--- src/rtl/ssmd_pkg.sv ---
// Shared types, constants and the segment table of the seven-segment scan driver.
// No dependencies; imported by every module of the block.
`default_nettype none

package ssmd_pkg;

   // Field widths
   localparam int VALUE_W    = 16;
   localparam int ACTION_W   = 2;
   localparam int SEG_W      = 8;
   localparam int EN_W       = 4;
   localparam int NIBBLE_W   = 4;
   localparam int BCD_DIGITS = 5;
   localparam int BCD_W      = BCD_DIGITS * NIBBLE_W;

   // Binary-to-BCD pipeline shape: one shift step per value bit
   localparam int DABBLE_STAGES   = 4;
   localparam int STEPS_PER_STAGE = VALUE_W / DABBLE_STAGES;

   // Code for a digit that has not been loaded since reset
   localparam logic [SEG_W-1:0] SEG_ALL_ON = 8'hFF;

   // Request action codes on the input port
   typedef enum logic [ACTION_W-1:0] {
      ACT_TICK = 2'd0,
      ACT_DEC  = 2'd1,
      ACT_HEX  = 2'd2
   } action_type;

   // Classified operation carried through the queue and pipeline
   typedef enum logic [1:0] {
      OP_TICK,
      OP_DEC,
      OP_HEX
   } op_type;

   typedef struct packed {
      op_type               op;
      logic [VALUE_W-1:0]   value;
   } item_type;

   typedef struct packed {
      logic full;
      logic empty;
   } queue_status_type;

   typedef struct packed {
      op_type               op;
      logic [VALUE_W-1:0]   value;
      logic [BCD_W-1:0]     bcd;
      logic [VALUE_W-1:0]   bin;
   } stage_type;

   // Standard 0-F seven-segment table, bit0 segment a .. bit6 segment g
   function automatic logic [SEG_W-1:0] seg_code(input logic [NIBBLE_W-1:0] nib);
      logic [SEG_W-1:0] code;
      case (nib)
         4'h0: code = 8'h3F;
         4'h1: code = 8'h06;
         4'h2: code = 8'h5B;
         4'h3: code = 8'h4F;
         4'h4: code = 8'h66;
         4'h5: code = 8'h6D;
         4'h6: code = 8'h7D;
         4'h7: code = 8'h07;
         4'h8: code = 8'h7F;
         4'h9: code = 8'h6F;
         4'hA: code = 8'h77;
         4'hB: code = 8'h7C;
         4'hC: code = 8'h39;
         4'hD: code = 8'h5E;
         4'hE: code = 8'h79;
         4'hF: code = 8'h71;
         default: code = SEG_ALL_ON;
      endcase
      return code;
   endfunction

endpackage

`default_nettype wire

--- src/rtl/ssmd_front.sv ---
// Front end: accepts requests and classifies the action code into an operation.
// Depends on ssmd_pkg; feeds ssmd_queue.
`default_nettype none

module ssmd_front
   import ssmd_pkg::*;
(
   input  wire logic                  req_valid,
   input  wire logic [ACTION_W-1:0]   req_action,
   input  wire logic [VALUE_W-1:0]    req_value,
   output logic                       req_stall,
   input  wire queue_status_type      q_status,
   output logic                       push,
   output item_type                   push_item
);

   logic accept;

   // Stall while the queue has no free entry
   assign req_stall = q_status.full;
   assign accept    = req_valid && !q_status.full;

   // Classify; drop the unused action code without any effect
   always_comb begin
      push           = 1'b0;
      push_item.op   = OP_TICK;
      push_item.value = req_value;
      case (action_type'(req_action))
         ACT_TICK: begin
            push         = accept;
            push_item.op = OP_TICK;
         end
         ACT_DEC: begin
            push         = accept;
            push_item.op = OP_DEC;
         end
         ACT_HEX: begin
            push         = accept;
            push_item.op = OP_HEX;
         end
         default: begin
            push = 1'b0;
         end
      endcase
   end

endmodule

`default_nettype wire

--- src/rtl/ssmd_queue.sv ---
// Two-entry request queue between the front end and the execution pipeline.
// Depends on ssmd_pkg.
`default_nettype none

module ssmd_queue
   import ssmd_pkg::*;
(
   input  wire logic              clock,
   input  wire logic              reset,
   input  wire logic              push,
   input  wire item_type          push_item,
   input  wire logic              pop,
   output queue_status_type       q_status,
   output item_type               head_item
);

   localparam int DEPTH = 2;

   item_type   entry_ff [DEPTH];
   logic       wr_ptr_ff, wr_ptr_in;
   logic       rd_ptr_ff, rd_ptr_in;
   logic [1:0] count_ff, count_in;

   assign q_status.full  = (count_ff == 2'(DEPTH));
   assign q_status.empty = (count_ff == 2'd0);
   assign head_item      = entry_ff[rd_ptr_ff];

   // Advance pointers and occupancy
   always_comb begin
      wr_ptr_in = push ? ~wr_ptr_ff : wr_ptr_ff;
      rd_ptr_in = pop  ? ~rd_ptr_ff : rd_ptr_ff;
      count_in  = count_ff + 2'(push) - 2'(pop);
   end

   always_ff @(posedge clock) begin
      if (reset) begin
         wr_ptr_ff <= 1'b0;
         rd_ptr_ff <= 1'b0;
         count_ff  <= 2'd0;
      end else begin
         wr_ptr_ff <= wr_ptr_in;
         rd_ptr_ff <= rd_ptr_in;
         count_ff  <= count_in;
      end
   end

   // Hold request payloads
   always_ff @(posedge clock) begin
      if (push) begin
         entry_ff[wr_ptr_ff] <= push_item;
      end
   end

endmodule

`default_nettype wire

--- src/rtl/ssmd_back.sv ---
// Execution pipeline: binary-to-BCD stages, digit code store, scan index and
// the response register. Depends on ssmd_pkg; fed by ssmd_queue.
`default_nettype none

module ssmd_back
   import ssmd_pkg::*;
#(
   parameter int NUM_DIGITS = 4
)(
   input  wire logic              clock,
   input  wire logic              reset,
   input  wire queue_status_type  q_status,
   input  wire item_type          head_item,
   output logic                   pop,
   output logic                   rsp_valid,
   input  wire logic              rsp_stall,
   output logic [EN_W-1:0]        rsp_digit_enable,
   output logic [SEG_W-1:0]       rsp_segments
);

   localparam int SCAN_W = (NUM_DIGITS > 1) ? $clog2(NUM_DIGITS) : 1;
   localparam int LAST   = DABBLE_STAGES - 1;

   // Shift-and-add-3 steps for one pipeline stage
   function automatic stage_type dabble_steps(input stage_type s);
      stage_type t;
      t = s;
      for (int n = 0; n < STEPS_PER_STAGE; n++) begin
         for (int d = 0; d < BCD_DIGITS; d++) begin
            if (t.bcd[NIBBLE_W*d +: NIBBLE_W] >= 4'd5) begin
               t.bcd[NIBBLE_W*d +: NIBBLE_W] = t.bcd[NIBBLE_W*d +: NIBBLE_W] + 4'd3;
            end
         end
         t.bcd = {t.bcd[BCD_W-2:0], t.bin[VALUE_W-1]};
         t.bin = {t.bin[VALUE_W-2:0], 1'b0};
      end
      return t;
   endfunction

   stage_type                 stage_ff [DABBLE_STAGES];
   stage_type                 stage_in [DABBLE_STAGES];
   logic [DABBLE_STAGES-1:0]  valid_ff, valid_in;
   logic [SEG_W-1:0]          codes_ff [NUM_DIGITS];
   logic [SEG_W-1:0]          codes_in [NUM_DIGITS];
   logic [SCAN_W-1:0]         scan_ff, scan_in;
   logic                      rsp_valid_ff, rsp_valid_in;
   logic [EN_W-1:0]           rsp_enable_ff, rsp_enable_in;
   logic [SEG_W-1:0]          rsp_seg_ff, rsp_seg_in;
   logic                      advance;
   logic                      do_tick;
   logic                      do_load;
   logic [BCD_W-1:0]          digit_word;
   stage_type                 head_stage;

   // Move the whole pipeline whenever the response slot frees up
   assign advance = !rsp_valid_ff || !rsp_stall;
   assign pop     = advance && !q_status.empty;

   // Feed the conversion stages
   always_comb begin
      head_stage.op    = head_item.op;
      head_stage.value = head_item.value;
      head_stage.bcd   = '0;
      head_stage.bin   = head_item.value;
      stage_in[0]      = dabble_steps(head_stage);
      for (int k = 1; k < DABBLE_STAGES; k++) begin
         stage_in[k] = dabble_steps(stage_ff[k-1]);
      end
      valid_in = {valid_ff[DABBLE_STAGES-2:0], !q_status.empty};
   end

   always_ff @(posedge clock) begin
      if (reset) begin
         valid_ff <= '0;
      end else if (advance) begin
         valid_ff <= valid_in;
      end
   end

   always_ff @(posedge clock) begin
      if (advance) begin
         for (int k = 0; k < DABBLE_STAGES; k++) begin
            stage_ff[k] <= stage_in[k];
         end
      end
   end

   // Retire the last stage: load digit codes or emit a scan response
   assign do_tick = advance && valid_ff[LAST] && (stage_ff[LAST].op == OP_TICK);
   assign do_load = advance && valid_ff[LAST] && (stage_ff[LAST].op != OP_TICK);

   always_comb begin
      int r;
      digit_word = (stage_ff[LAST].op == OP_DEC) ? stage_ff[LAST].bcd :
                   {{(BCD_W-VALUE_W){1'b0}}, stage_ff[LAST].value};
      for (int p = 0; p < NUM_DIGITS; p++) begin
         r = NUM_DIGITS - 1 - p;
         codes_in[p] = do_load ? seg_code(digit_word[NIBBLE_W*r +: NIBBLE_W]) : codes_ff[p];
      end

      scan_in = scan_ff;
      if (do_tick) begin
         scan_in = (scan_ff == SCAN_W'(NUM_DIGITS - 1)) ? '0 : scan_ff + 1'b1;
      end

      for (int b = 0; b < EN_W; b++) begin
         rsp_enable_in[b] = (int'(scan_ff) == b);
      end
      rsp_seg_in   = codes_ff[scan_ff];
      rsp_valid_in = advance ? do_tick : rsp_valid_ff;
   end

   always_ff @(posedge clock) begin
      if (reset) begin
         scan_ff      <= '0;
         rsp_valid_ff <= 1'b0;
         for (int p = 0; p < NUM_DIGITS; p++) begin
            codes_ff[p] <= SEG_ALL_ON;
         end
      end else begin
         scan_ff      <= scan_in;
         rsp_valid_ff <= rsp_valid_in;
         for (int p = 0; p < NUM_DIGITS; p++) begin
            codes_ff[p] <= codes_in[p];
         end
      end
   end

   // Hold the response payload until it is taken
   always_ff @(posedge clock) begin
      if (do_tick) begin
         rsp_enable_ff <= rsp_enable_in;
         rsp_seg_ff    <= rsp_seg_in;
      end
   end

   assign rsp_valid        = rsp_valid_ff;
   assign rsp_digit_enable = rsp_enable_ff;
   assign rsp_segments     = rsp_seg_ff;

endmodule

`default_nettype wire

--- src/rtl/seven_segment_mux_display_unit.sv ---
// Multiplexed seven-segment display driver, top level.
// A scan request passes the queue, the conversion stages and the response register.
// Throughput: one request per cycle, unless a response stall holds the whole pipeline.
// Reset (synchronous): every digit code is 0xFF, scan index 0, queue and pipeline empty.
// Depends on ssmd_pkg, ssmd_front, ssmd_queue and ssmd_back.
`default_nettype none

module seven_segment_mux_display_unit
   import ssmd_pkg::*;
#(
   parameter int NUM_DIGITS = 4
)(
   input  wire logic                 clock,
   input  wire logic                 reset,
   input  wire logic                 req_valid,
   output logic                      req_stall,
   input  wire logic [ACTION_W-1:0]  req_action,
   input  wire logic [VALUE_W-1:0]   req_value,
   output logic                      rsp_valid,
   input  wire logic                 rsp_stall,
   output logic [EN_W-1:0]           rsp_digit_enable,
   output logic [SEG_W-1:0]          rsp_segments
);

   queue_status_type q_status;
   logic             push;
   logic             pop;
   item_type         push_item;
   item_type         head_item;

   // Accept and classify requests
   ssmd_front u_front (
      .req_valid  (req_valid),
      .req_action (req_action),
      .req_value  (req_value),
      .req_stall  (req_stall),
      .q_status   (q_status),
      .push       (push),
      .push_item  (push_item)
   );

   // Decouple front end from execution
   ssmd_queue u_queue (
      .clock      (clock),
      .reset      (reset),
      .push       (push),
      .push_item  (push_item),
      .pop        (pop),
      .q_status   (q_status),
      .head_item  (head_item)
   );

   // Convert, store and scan
   ssmd_back #(
      .NUM_DIGITS (NUM_DIGITS)
   ) u_back (
      .clock            (clock),
      .reset            (reset),
      .q_status         (q_status),
      .head_item        (head_item),
      .pop              (pop),
      .rsp_valid        (rsp_valid),
      .rsp_stall        (rsp_stall),
      .rsp_digit_enable (rsp_digit_enable),
      .rsp_segments     (rsp_segments)
   );

endmodule

`default_nettype wire

--- config.mk ---
export PLATFORM = sky130hd
export DESIGN_NAME = seven_segment_mux_display_unit
export DESIGN_NICKNAME = d
export VERILOG_FILES = /design/src/rtl/ssmd_pkg.sv /design/src/rtl/ssmd_front.sv /design/src/rtl/ssmd_queue.sv /design/src/rtl/ssmd_back.sv /design/src/rtl/seven_segment_mux_display_unit.sv
export SDC_FILE = /design/constraint.sdc
export NUM_CORES = 1
export LEC_CHECK = 0
export BUFFER_PORTS_ARGS = -buffer_cell sky130_fd_sc_hd__buf_4
export CAP_MARGIN = 30
export CORE_ASPECT_RATIO = 0.9
export CORE_MARGIN = 4
export CORE_UTILIZATION = 45
export DETAILED_ROUTE_END_ITERATION = 8
export GPL_ROUTABILITY_DRIVEN = 0
export SYNTH_ARGS = -nofsm -noshare
export SYNTH_HDL_FRONTEND = slang
export SYNTH_SLANG_ARGS = --single-unit
--- constraint.sdc ---
create_clock -name clock -period 7.8 [get_ports clock]
set_clock_uncertainty 0.05 [all_clocks]
set_input_delay 1.56 -clock clock [delete_from_list [all_inputs] [get_ports clock]]
set_output_delay 1.56 -clock clock [all_outputs]
set_load 0.01 [all_outputs]
# --- Yosys cells after proc, flatten, opt, wreduce, memory -nomap -nowiden ---
# Memories as Yosys holds them, arrays and structs flattened. A register that Yosys moved wholly into a read port is not among the register bits.
# Cells that the tools add are included.
word_totals:
  mem_bits_rw: 268
  out_inout_bits: 14
  register_bits: 15
  word_cells: 253
  mem_count: 7
  mem_bits_ro: 448
  input_bits: 22
op_classes:
  bitwise: 6
  n_eq_ne: 9
  n_reduce_logical: 17
  magnitude_cmp: 61
  mux: 82
  add_sub_neg: 64
mem_list:
  columns: ["name", "depth", "width", "rd", "rd_ports_with_merged_regs", "write_ports", "line", "rtl"]
  rows:
  - ["u_back.stage_ff", 4, 50, 4, 0, 4, "ssmd_back.sv:40", "stage_type stage_ff [DABBLE_STAGES];"]
  - ["(no name shown)", 16, 7, 1, 0, 0, "ssmd_pkg.sv:57", "case (nib)"]
  - ["(no name shown)", 16, 7, 1, 0, 0, "ssmd_pkg.sv:57", null]
  - ["(no name shown)", 16, 7, 1, 0, 0, "ssmd_pkg.sv:57", null]
  - ["(no name shown)", 16, 7, 1, 0, 0, "ssmd_pkg.sv:57", null]
  - ["u_queue.entry_ff", 2, 18, 1, 1, 1, "ssmd_queue.sv:19", "item_type entry_ff [DEPTH];"]
  - ["1 more memories", null, null, null, null, null, null, null]
ops:
  columns: ["cell", "n"]
  rows:
  - ["$ge 4x3->1 const B", 60]
  - ["$mux 4", 49]
  - ["$add 4x2->4 const B", 48]
  - ["$mux 8", 8]
  - ["$add 3x2->3 const B", 12]
  - ["$mux 3", 12]
  - ["$mux 16", 1]
  - ["$eq 2x2->1 const B", 5]
  - ["$mux 1", 10]
  - ["$logic_not 2->1", 4]
  - ["$eq 2x1->1 const B", 3]
  - ["$logic_and 1x1->1", 5]
  - ["$add 3x2->4 const B", 1]
  - ["$logic_not 1->1", 4]
  - ["$or 1x1->1", 4]
  - ["$pmux 2 s2", 1]
  - ["$ge 3x3->1 const B", 1]
  - ["$reduce_or 3->1", 1]
  - ["$add 2x1->2", 1]
  - ["$add 2x1->2 const B", 1]
  - ["$mux 2", 1]
  - ["$not 1->1", 2]
  - ["$reduce_and 2->1", 1]
  - ["$reduce_bool 2->1", 1]
  - ["other kinds (3)", 3]

# --- Depth between registers and ports, before layout ---
# An unclocked memory read counts as a cell.
logic_depth:
  word_depth: 9
  ltp_mapped: 19
  depth_no_buf: 19

# --- Cells and area by module ---
# Synthesis repeated with hierarchy kept, for this count alone.
hier_totals:
  cells_unflattened: 1185
  area_unflattened_um2: 12732.2
by_module_without_submodules:
  columns: ["module", "seq_area_each_um2", "cells_each", "instances", "area_each_um2"]
  rows:
  - ["ssmd_back", 4814.6, 1087, 1, 11004.3]
  - ["ssmd_queue", 1181.1, 77, 1, 1569.0]
  - ["ssmd_front", 0.0, 21, 1, 158.9]

# --- Least setup slack after synthesis ---
# OpenSTA, ideal clock, no wires.
synth_timing:
  path_type: "input to register"
  from: "input port rsp_stall"
  to: "memory u_back.codes_ff[0][0], enable pin"
  path_buffers: 1
  arrival_ps: 5528
  setup_slack_ps: 1838
  t_required_ps: 7366
  setup_time_ps: 384
  path_stages: 6
  cell_sequence: "nand2_1 nand2_1 nor2_1 nor2_1 clkbuf_1 inv_1"
synth_rtl:
  columns: ["item", "line", "rtl"]
  rows:
  - ["from (decl)", "seven_segment_mux_display_unit.sv:20", "input wire logic rsp_stall,"]
  - ["to (decl)", "ssmd_back.sv:43", "logic [SEG_W-1:0] codes_ff [NUM_DIGITS];"]

==> flow_summary.rst <==
.. list-table::
   :header-rows: 1

   * - Metric
     - Value
   * - Clock insertion delay at the later pin of the skew report
     - 510 ps
   * - Startpoint types
     - flop
   * - Aggregate routed wire length
     - 20300 µm
   * - Postcts setup bufs
     - 0
   * - Required time reported for the critical path endpoint
     - 7990 ps
   * - Via count
     - 7721
   * - Die Area
     - 29100 µm²
   * - Sequential-to-total area share from yosys stat
     - 50.5%
   * - Number of pins exceeding their max-slew limit in the final report
     - 0
   * - Total of flip-flops plus latches after synthesis
     - 204
   * - Cts bufs inserted
     - 23
   * - Most frequent cells in the layout
     - edfxtp_1, nand2_1, nor2_1
   * - Number of nets in the synthesized netlist
     - 1153
   * - Met1 Usage GRT
     - 20.8%
   * - Async set or reset register ratio after synthesis
     - 0%
   * - Synth warnings
     - 0
   * - Die height
     - 162 µm
   * - Layer with the highest usage after global routing
     - met2
   * - Die boundary width
     - 179 µm
   * - Wire length of the first global-routing pass
     - 35000 µm
   * - Largest fanout on the critical path
     - 8
   * - Residual overflow from global routing
     - 0
   * - Diodes inserted
     - 0
   * - Count of endpoints failing hold in the final timing report
     - 0
   * - Core footprint
     - 26000 µm²
   * - Total global-route track usage
     - 14.3%
   * - Detailed-routing iteration count for the pre-antenna-repair pass
     - 4
   * - Setup Viol. Count Final
     - 0
   * - Number of antenna violations at the first check in global routing
     - 0
   * - Post-DRT Antenna Nets
     - 0
   * - Growth of design area from synthesis to finish
     - 11.2%
   * - Worst rel slew slack
     - 31.3%
   * - Synth Cell Area
     - 11900 µm²
   * - Violation count after the first detailed-routing iteration
     - 352
   * - Number of clock sinks
     - 204
   * - Detailed placement HPWL
     - 14100 µm
   * - Core occupancy in the finished layout
     - 50.8%
   * - Number of flops mapped to enable cells by yosys
     - 191
   * - Tightest Pin Transition
     - 1000 ps
   * - CTS tree
     - done
   * - Top-level port count
     - 36
   * - Result of the run
     - finished, final reports clean
   * - Global-route track usage on met2
     - 22.3%
   * - Worst min-delay path category
     - reg -> reg
   * - Critical path capture point type
     - flop
   * - Period utilization
     - 50.2%
   * - Fraction of layout cells with a size suffix above 1
     - 14.2%
   * - Gate count after technology mapping
     - 1063
   * - Via/cell ratio
     - 5.32
   * - Remaining routing DRC violations
     - 0
   * - Max capacitance violation total
     - 0
   * - IO buf count
     - 35
   * - Vias in the first global route
     - 7225
   * - Setup repair after global routing missed its margin
     - false
   * - Number of placement rows
     - 56
   * - Leading cell type in the layout, fill and taps excluded
     - edfxtp_1
   * - Highest attainable clock frequency
     - 255 MHz
   * - Post-synth top flop
     - edfxtp_1
   * - Count of distinct cell types in the synthesized netlist
     - 78
   * - Clock root buffer
     - clkbuf_16
   * - Global Route met3 Usage
     - 2.00%
   * - Final layout net count
     - 1175
   * - Pin count of the biggest net entering global routing
     - 53
   * - Post-layout minimum cycle time
     - 3920 ps
   * - Initial core utilization
     - 45.7%
   * - Fin Setup TNS
     - 0 ps
   * - Mean Syn Cell Area
     - 11.2 µm²
   * - Count of instances resized after the clock tree is built
     - 0
   * - Hold Buf Count CTS
     - 0
   * - Critical path type
     - reg -> reg
   * - Post-detailed-route wirelength per cell
     - 14.0 µm
   * - Number of H-tree levels
     - 1
   * - Post-CTS clock slew at the launch and capture registers of the worst setup and hold paths
     - 60 ps
   * - Maximum buffer depth of the clock tree
     - 3
   * - Arrival time at the worst endpoint
     - 4110 ps
-- flip-flops by register name (all words and copies together) (netlist names), named ones only --
| name | flops |
|---|---|
| u_back.stage_ff | 114 |
| u_queue.entry_ff | 36 |
| u_back.codes_ff | 30 |
| u_back.rsp_segments | 8 |
| u_back.rsp_digit_enable | 4 |
| u_back.valid_ff | 4 |
| u_back.scan_ff | 2 |
| u_queue.count_ff | 2 |
| u_back.rsp_valid | 1 |
| u_queue.rd_ptr_ff | 1 |
| u_queue.wr_ptr_ff | 1 |
-- cells by family (layout without fill, tap and decap cells) --
| logic type | count (synthesis) | after routing | synth area share, % |
|---|---|---|---|
| adders and majority gates | 68 | 68 | 7.16 |
| and+or+nand+nor | 272 | 272 | 10.7 |
| DFF | 204 | 204 | 50.5 |
| xor gates and xnor gates | 37 | 37 | 3.23 |
| buffers and inverters | 106 | 145 | 3.48 |
| muxes | 80 | 80 | 8.17 |
| AOI/OAI and AO/OA | 296 | 296 | 16.8 |
-- cell type report --
type                    count  area, µm²
well taps                 348        435
inverters                  61        229
clock buffers              32        649
clock inverters            10       68.8
flip-flops and latches    204       6000
multi-input cells         753       5470
fillers                  2322      12800
repair buffers             42        355
-- worst max-delay path, stage by stage, from the launching register on --
cell and delay [ps]:
edfxtp_1 450, inv_1 140, ha_1 300, nand2b_1 130, a21oi_2 230, mux2i_1 510
a21boi_1 250, xnor2_1 230, ha_1 340, nor2b_1 170, o21a_1 120, mux2i_1 100
ha_1 250, a31oi_1 270, mux2i_1 120
-- per-layer routing --
layer	wire length, µm	vias up
met5	0	-
met4	541	0
met3	709	35
met2	9010	116
met1	10100	3555
li1	-	4015
-- path summary, 6_finish.rpt --
kind | from | depth (start not counted) | slack (ps) | to
hold / removal | u_back.stage_ff[1][35] | 0 | 360 | u_back.stage_ff[2][35]
setup reg to reg | u_back.stage_ff[2][20] | 14 | 3880 | u_back.stage_ff[3][26]
setup / recovery | u_back.stage_ff[2][20] | 14 | 3880 | u_back.stage_ff[3][26]
hold reg to reg | u_back.stage_ff[1][35] | 0 | 360 | u_back.stage_ff[2][35]
-- cell usage after synthesis (all sizes together), types with 6 or more instances --
master  number  area, µm²
o211ai      16        125
o21ai       59        307
xnor2       32        340
clkbuf      31        116
nor2b       16        100
edfxtp     191       5740
mux2i       38        380
o22ai       20        125
a21o        16        120
inv         61        229
a21boi       6       48.8
ha          68        851
o21bai      11       82.6
a211oi      13        103
nand3       19       95.1
buf         14       67.6
a21oi       81        435
nand2       90        338
dfxtp       13        260
nand2b      17        109
nor3        17       85.1
o21a        10       75.1
mux2        32        364
a31oi       17        119
nor3b        6       45.0
mux4        10        225
nor2        77        289
-- per-stage QoR --
step / hold slack [ps] / area, µm² / setup slack (ps) / instances
floorplan: 350 / 11900 / 1840 / 1063
global placement: 351 / 12400 / 3700 / 1406
detailed placement: 355 / 12500 / 3910 / 1408
CTS: 365 / 13200 / 3870 / 1450
global route: 373 / 13200 / 3540 / 1450
finish: 361 / 13200 / 3880 / 1450
Power is left out: the tool's default activity adds up to more than one toggle a clock period on the data nets, which glitch-free logic cannot reach.
